$ cat src/rtl/gbts_pkg.sv
package gbts_pkg;

    // Default geometry of the store
    localparam int CAPACITY_DEF = 1024;
    localparam int READ_MAX_DEF = 64;

    // Fixed field widths
    localparam int MODE_W = 2;
    localparam int POS_W  = 11;
    localparam int CNT_W  = 11;
    localparam int BYTE_W = 8;
    localparam int STAT_W = 2;

    // Command modes
    localparam logic [MODE_W-1:0] MODE_INSERT = 2'd0;
    localparam logic [MODE_W-1:0] MODE_ERASE  = 2'd1;
    localparam logic [MODE_W-1:0] MODE_READ   = 2'd2;

    // Result status codes
    localparam logic [STAT_W-1:0] ST_DONE = 2'd0;
    localparam logic [STAT_W-1:0] ST_FULL = 2'd1;
    localparam logic [STAT_W-1:0] ST_NONE = 2'd2;

    // Command word
    typedef struct packed {
        logic [MODE_W-1:0] mode;
        logic [POS_W-1:0]  position;
        logic [CNT_W-1:0]  count;
        logic [BYTE_W-1:0] byte_in;
    } t_cmd;

    // Result word
    typedef struct packed {
        logic [BYTE_W-1:0] byte_out;
        logic [STAT_W-1:0] status;
        logic              last;
        logic [POS_W-1:0]  text_length;
    } t_rsp;

    // Commands from controller to datapath
    typedef struct packed {
        logic              load_cmd;
        logic              decide;
        logic              move_step;
        logic              ins_write;
        logic              erase_set;
        logic              rd_issue;
        logic              rsp_load;
        logic              rsp_data;
        logic [STAT_W-1:0] rsp_status;
    } t_ctl;

    // Status from datapath to controller
    typedef struct packed {
        logic [MODE_W-1:0] mode;
        logic              full;
        logic              past;
        logic              cnt_zero;
        logic              at_target;
        logic              rd_last;
        logic              out_free;
    } t_sts;

endpackage

$ cat src/rtl/gbts_ctrl.sv
module gbts_ctrl (
    input  logic           i_clk,
    input  logic           i_rst_n,
    input  logic           i_in_valid,
    output logic           o_in_ready,
    input  gbts_pkg::t_sts i_sts,
    output gbts_pkg::t_ctl o_ctl
);
    import gbts_pkg::*;

    localparam logic [3:0] S_IDLE    = 4'd0;
    localparam logic [3:0] S_DECIDE  = 4'd1;
    localparam logic [3:0] S_MOVE    = 4'd2;
    localparam logic [3:0] S_INS     = 4'd3;
    localparam logic [3:0] S_ERASE   = 4'd4;
    localparam logic [3:0] S_RESP    = 4'd5;
    localparam logic [3:0] S_RD_ADDR = 4'd6;
    localparam logic [3:0] S_RD_DATA = 4'd7;

    logic [3:0]        r_state;
    logic [3:0]        n_state;
    logic [STAT_W-1:0] r_status;
    logic [STAT_W-1:0] n_status;

    // Sequence one command
    always_comb begin
        n_state    = r_state;
        n_status   = r_status;
        o_ctl      = '0;
        o_in_ready = 1'b0;
        case (r_state)
            S_IDLE: begin
                o_in_ready = 1'b1;
                if (i_in_valid) begin
                    o_ctl.load_cmd = 1'b1;
                    n_state        = S_DECIDE;
                end
            end
            S_DECIDE: begin
                o_ctl.decide = 1'b1;
                n_status     = ST_DONE;
                n_state      = S_RESP;
                case (i_sts.mode)
                    MODE_INSERT: begin
                        if (i_sts.full) begin
                            n_status = ST_FULL;
                        end else begin
                            n_state = S_MOVE;
                        end
                    end
                    MODE_ERASE: begin
                        if (i_sts.cnt_zero || i_sts.past) begin
                            n_status = ST_NONE;
                        end else begin
                            n_state = S_MOVE;
                        end
                    end
                    MODE_READ: begin
                        if (i_sts.cnt_zero || i_sts.past) begin
                            n_status = ST_NONE;
                        end else begin
                            n_state = S_RD_ADDR;
                        end
                    end
                    default: begin
                        n_status = ST_NONE;
                    end
                endcase
            end
            S_MOVE: begin
                // Shift one byte per cycle until the gap sits at the edit point
                if (i_sts.at_target) begin
                    n_state = (i_sts.mode == MODE_INSERT) ? S_INS : S_ERASE;
                end else begin
                    o_ctl.move_step = 1'b1;
                end
            end
            S_INS: begin
                o_ctl.ins_write = 1'b1;
                n_state         = S_RESP;
            end
            S_ERASE: begin
                o_ctl.erase_set = 1'b1;
                n_state         = S_RESP;
            end
            S_RESP: begin
                o_ctl.rsp_status = r_status;
                if (i_sts.out_free) begin
                    o_ctl.rsp_load = 1'b1;
                    n_state        = S_IDLE;
                end
            end
            S_RD_ADDR: begin
                // Issue a read only when the output slot is free next cycle
                if (i_sts.out_free) begin
                    o_ctl.rd_issue = 1'b1;
                    n_state        = S_RD_DATA;
                end
            end
            S_RD_DATA: begin
                o_ctl.rsp_load   = 1'b1;
                o_ctl.rsp_data   = 1'b1;
                o_ctl.rsp_status = ST_DONE;
                n_state          = i_sts.rd_last ? S_IDLE : S_RD_ADDR;
            end
            default: begin
                n_state = S_IDLE;
            end
        endcase
    end

    always_ff @(posedge i_clk) begin
        if (!i_rst_n) begin
            r_state  <= S_IDLE;
            r_status <= ST_DONE;
        end else begin
            r_state  <= n_state;
            r_status <= n_status;
        end
    end

endmodule

$ cat config.mk
export PLATFORM = sky130hd
export DESIGN_NAME = gbts_ctrl
export DESIGN_NICKNAME = d
export VERILOG_FILES = /design/src/rtl/gbts_pkg.sv /design/src/rtl/gbts_ctrl.sv
export SDC_FILE = /design/constraint.sdc
export NUM_CORES = 1
export LEC_CHECK = 0
export ABC_AREA = 1
export BUFFER_PORTS_ARGS = -buffer_cell sky130_fd_sc_hd__buf_2
export CELL_PAD_IN_SITES_DETAIL_PLACEMENT = 1
export CELL_PAD_IN_SITES_GLOBAL_PLACEMENT = 2
export CORE_MARGIN = 10
export CORE_UTILIZATION = 21
export DETAILED_ROUTE_END_ITERATION = 8
export PLACE_DENSITY = 0.74
export SKIP_LAST_GASP = 1
export SLEW_MARGIN = 5
export SYNTH_ARGS = -nofsm -noshare
export SYNTH_HDL_FRONTEND = slang
export SYNTH_SLANG_ARGS = --single-unit
$ cat constraint.sdc
create_clock -name i_clk -period 1.4 [get_ports i_clk]
set_input_delay 0.28 -clock i_clk [delete_from_list [all_inputs] [get_ports i_clk]]
set_output_delay 0.28 -clock i_clk [all_outputs]
set_load 0.005 [all_outputs]
-- Word-level counts from Yosys, hierarchy flattened
Cells that the tools add are included.
- register bits after elaboration: 6
- input bits: 11
- output and inout port bits: 11
- word-level logic and storage cells: 48
- equal/unequal tests: 13
- muxes and demuxes: 27
- reduce and logical (&&, ||, !) cells: 6
- operator list (kind ; count):
    4-bit case mux with 7 select lines ; 1
    4-bit by 3-bit equality test with 1-bit output (second input constant) ; 4
    4-bit 2-to-1 mux ; 4
    1-bit 2-to-1 mux ; 12
    3-bit 2-to-1 mux ; 4
    3-bit case mux with 3 select lines ; 1
    4-bit by 2-bit equality test with 1-bit output (second input constant) ; 2
    2-bit != test (second input constant) ; 4
    2-bit 2-to-1 mux ; 3
    4-bit by 1-bit equality test with 1-bit output (second input constant) ; 1
    4-bit zero test ; 1
    2-bit case mux with 2 select lines ; 1
    4-bit AND reduction ; 1
    2-bit OR reduction ; 2
    2-bit by 1-bit equality test with 1-bit output (second input constant) ; 1
    2-bit equality test (second input constant) ; 1
    2-bit zero test ; 1
    1-bit case mux with 2 select lines ; 1
    1-bit logical OR ; 1

-- Longest topological paths before layout
- depth after elaboration: 4
- depth in mapped cells: 10
- gate-level depth less buffers: 10

-- Least setup slack after synthesis
OpenSTA, ideal clock, no wires.
- path kind: reg2out
- start: register r_state[2]
- end: output o_ctl[3] in the netlist's numbering
- arrival: 0.931 ns
- data required time: 1.120 ns
- path slack: 0.189 ns
- stages on the path, launching flop included: 5
- buffers on the path: 0
- path through: dfxtp_1 inv_1 nor3_1 inv_1 o21ai_1
- RTL lines (what ; RTL line ; text):
    from (decl) ; gbts_ctrl.sv:20 ; logic [3:0] r_state;
    from (signal assigned) ; gbts_ctrl.sv:117 ; r_state <= n_state;
    to (decl) ; gbts_ctrl.sv:7 ; output gbts_pkg::t_ctl o_ctl

==> impl_metrics.tcl <==
set metrics [dict create \
    final.min_clock_period_ns 1.374 \
    antenna_cells 0 \
    grt_max_degree 8 \
    drt_wl_total_um 1738 \
    dieHeight_um 69.85 \
    final-seq-area_um2 106.4 \
    worstSetupStartpoint "r_state[2]" \
    clk_latency_ns 0.23 \
    clock-sinks 5 \
    wl_met3_um 107 \
    hold_start "i_rst_n" \
    synth_nets 104 \
    critPathMaxStageDelay_ns 0.33 \
    layout_setup_ws_ns 0.02607 \
    r2r_start "r_state[2]" \
    synth_top_cell_by_area "dfxtp_1" \
    die_area_mm2 0.004878 \
    dr.pass1.iters 4 \
    cts_tree "built" \
    cts_max_level 1 \
    grt_pass1_wl_um 2918 \
    setup_viol 0 \
    final_net_count 136 \
    synth_compound_area_share_pct 13.91 \
    worstHoldPathType "in2reg" \
    rows 18 \
    synth_top_family_by_area "simple AND/OR/NAND/NOR gates" \
    final_cell_mix "buf_2 (21), inv_1 (16), nand2_1 (16)" \
    pre_cts_ws_ns -0.03163 \
    finalCritPeriodShare_pct 98.14 \
    vias 660 \
    netlist_instances 89 \
    cts_buffers 3 \
    netlist.area_leader.share_pct 19.18 \
    setup.worst_path.start_class "register" \
    layout_commonest_cell "buf_2" \
    cts-root-buf "clkbuf_4" \
    ant_nets 0 \
    antenna_found_initial 0 \
    grt.total_usage_pct 6.930 \
    portBuffers 21 \
    hold_buffers 0 \
    critPathMostFrequentCell "inv_2" \
    crit_type "reg2out" \
    synth_simple_gate_area_share_pct 41.49 \
    leakage_uw 0.0004420 \
    syn_area_per_cell_um2 5.862 \
    tightest_slew_ns 0.2112 \
    slew_viol_final 0 \
    area_delta_synth_final_pct 53.00 \
    wl_met2_um 886 \
    drtIter0Drc 19 \
    coreArea_mm2 0.002432 \
    drt-met1-wl_um 744 \
    crit_fanout 3 \
    synthXorXnorAreaFrac_pct 0 \
    grt_pass1_vias 674 \
    nFillCells 331 \
    ys_seq_area_share_pct 19.18 \
    drive_above_1_share_pct 44.17 \
    post_drt_wl_per_cell_um 11.59 \
    cp-end-kind "output pin" \
    yosys_warnings 0 \
    clk_pin_slew_ns 0.04 \
    cp_slowest_cell "dfxtp_2" \
    rsz0062_at_grt "true" \
    dp_hpwl_um 1523 \
    synth_area_leaders "dfxtp_1 (19%), inv_1 (13%), nand2_1 (12%)" \
    multi_input_area_um2 391.6 \
    status "finished clean" \
    synth_cell_type_count 19 \
    synth_area_um2 521.8 \
    powerDensity_mw_per_mm2 779.3 \
    cts.path.max_buffers 2 \
    fp.dieW_um 69.85 \
    grt-ovfl-total 0 \
    required_ns 1.12 \
    ys_ff_latch 5 \
    crit_chain "inv_2 -> nor3_4 -> inv_2 -> o21ai_2 -> buf_2" \
    gp_congestion 0.7992 \
    peakVddDrop_v 0.0003551 \
    finish.utilization_pct 32.82 \
    r2r_slack_ns 0.16 \
    worst_ep_arrival_time_ns 1.09 \
    synthMuxAreaShare_pct 0 \
    initial_utilization_pct 21.45 \
    max_cap_viol_count 0 \
    highest_layer "met3" \
    drc 0 \
    slew-limit-headroom_pct 85.92 \
    clock-skew-final_ns 0.001910 \
    synthAdderAreaFrac_pct 9.592 \
    avgViaCountPerCell 4.400 \
    pin_count 22 \
    max_freq_mhz 727.8 \
    hold_viol 0 \
]
## through the flow
| stage | instances | TNS (ns) | hold slack (ns) | total power (µW) | instance area, µm² |
|---|---|---|---|---|---|
| 6_report | 150 | 0 | 0.3054 | 622.1 | 798.3 |
| 5_1_grt | 150 | -0.2131 | 0.3176 | 685.8 | 798.3 |
| 4_1_cts | 148 | -0.03302 | 0.3018 | 595.8 | 739.5 |
| 3_5_place_dp | 143 | -0.03163 | 0.4883 | 411.2 | 686.9 |
| 3_3_place_gp | 143 | 0 | 0.4835 | 405.4 | 686.9 |
| 2_1_floorplan | 89 | 0 | 0.4184 | 317.9 | 521.8 |
## metal layers
layer / GRT usage [%] / vias to the layer above
met5: 0 / -
met4: 3.289 / 0
met3: 1.574 / 0
met2: 12.08 / 19
met1: 7.656 / 299
li1: - / 342
## critical path, delay by kind of cell (launching register included)
family          cells  cell delay, ns
flops               1            0.33
buf+inv             3            0.24
simple gates        1            0.19
compound gates      1            0.10
## power by group
part | total [µW] | leakage [µW] | internal (µW) | switching (µW)
clock network | 163 | 0.0000150 | 108 | 55.1
registers | 174 | 0.0000425 | 162 | 12.3
logic | 285 | 0.000385 | 124 | 161
total | 622 | 0.000442 | 394 | 228
## synthesized netlist by cell type
library cell,count
nor2_1,16
ha_1,4
inv_1,18
inv_2,4
nand3_2,3
nor2_2,2
dfxtp_1,5
nand3_1,4
a221oi_1,1
o21ai_1,1
nand2_1,16
o21ai_0,3
nand2_2,1
nor3_1,2
o22ai_1,1
nand4_1,1
a21oi_1,4
nor2_4,1
o21ai_2,2
## area by class of cell
type	count	area share, %
clock buffer	4	3.292
sequential	5	13.32
tap	30	4.702
inverter	22	10.34
multi-input combinational	62	49.06
timing repair buffer	27	19.28
## registers in the layout, indices dropped and copies added, names as in the netlist
name      count
r_status      2
r_state       3
## kinds of logic (layout without fill, tap and decap cells)
kind of cell / count (synthesis) / count (layout)
AND/OR/NAND/NOR: 46 / 46
adder cells (fa/ha/maj): 4 / 4
flip-flops: 5 / 5
AO/OA/AOI/OAI: 12 / 12
buffers and inverters: 22 / 53
## final timing paths
check,to,cells past startpoint
setup / recovery,o_ctl[3],5
hold / removal,r_status[0],3
setup reg to reg,r_state[0],9
hold reg to reg,r_status[1],2
## what timing repair did
action / in CTS / in global routing
endpoints found under the setup margin: 9 / 9
buffers inserted: 1 / 2
resized for setup: 7 / 10
pin swaps: 3 / 3
(Power assumes the default switching activity.)
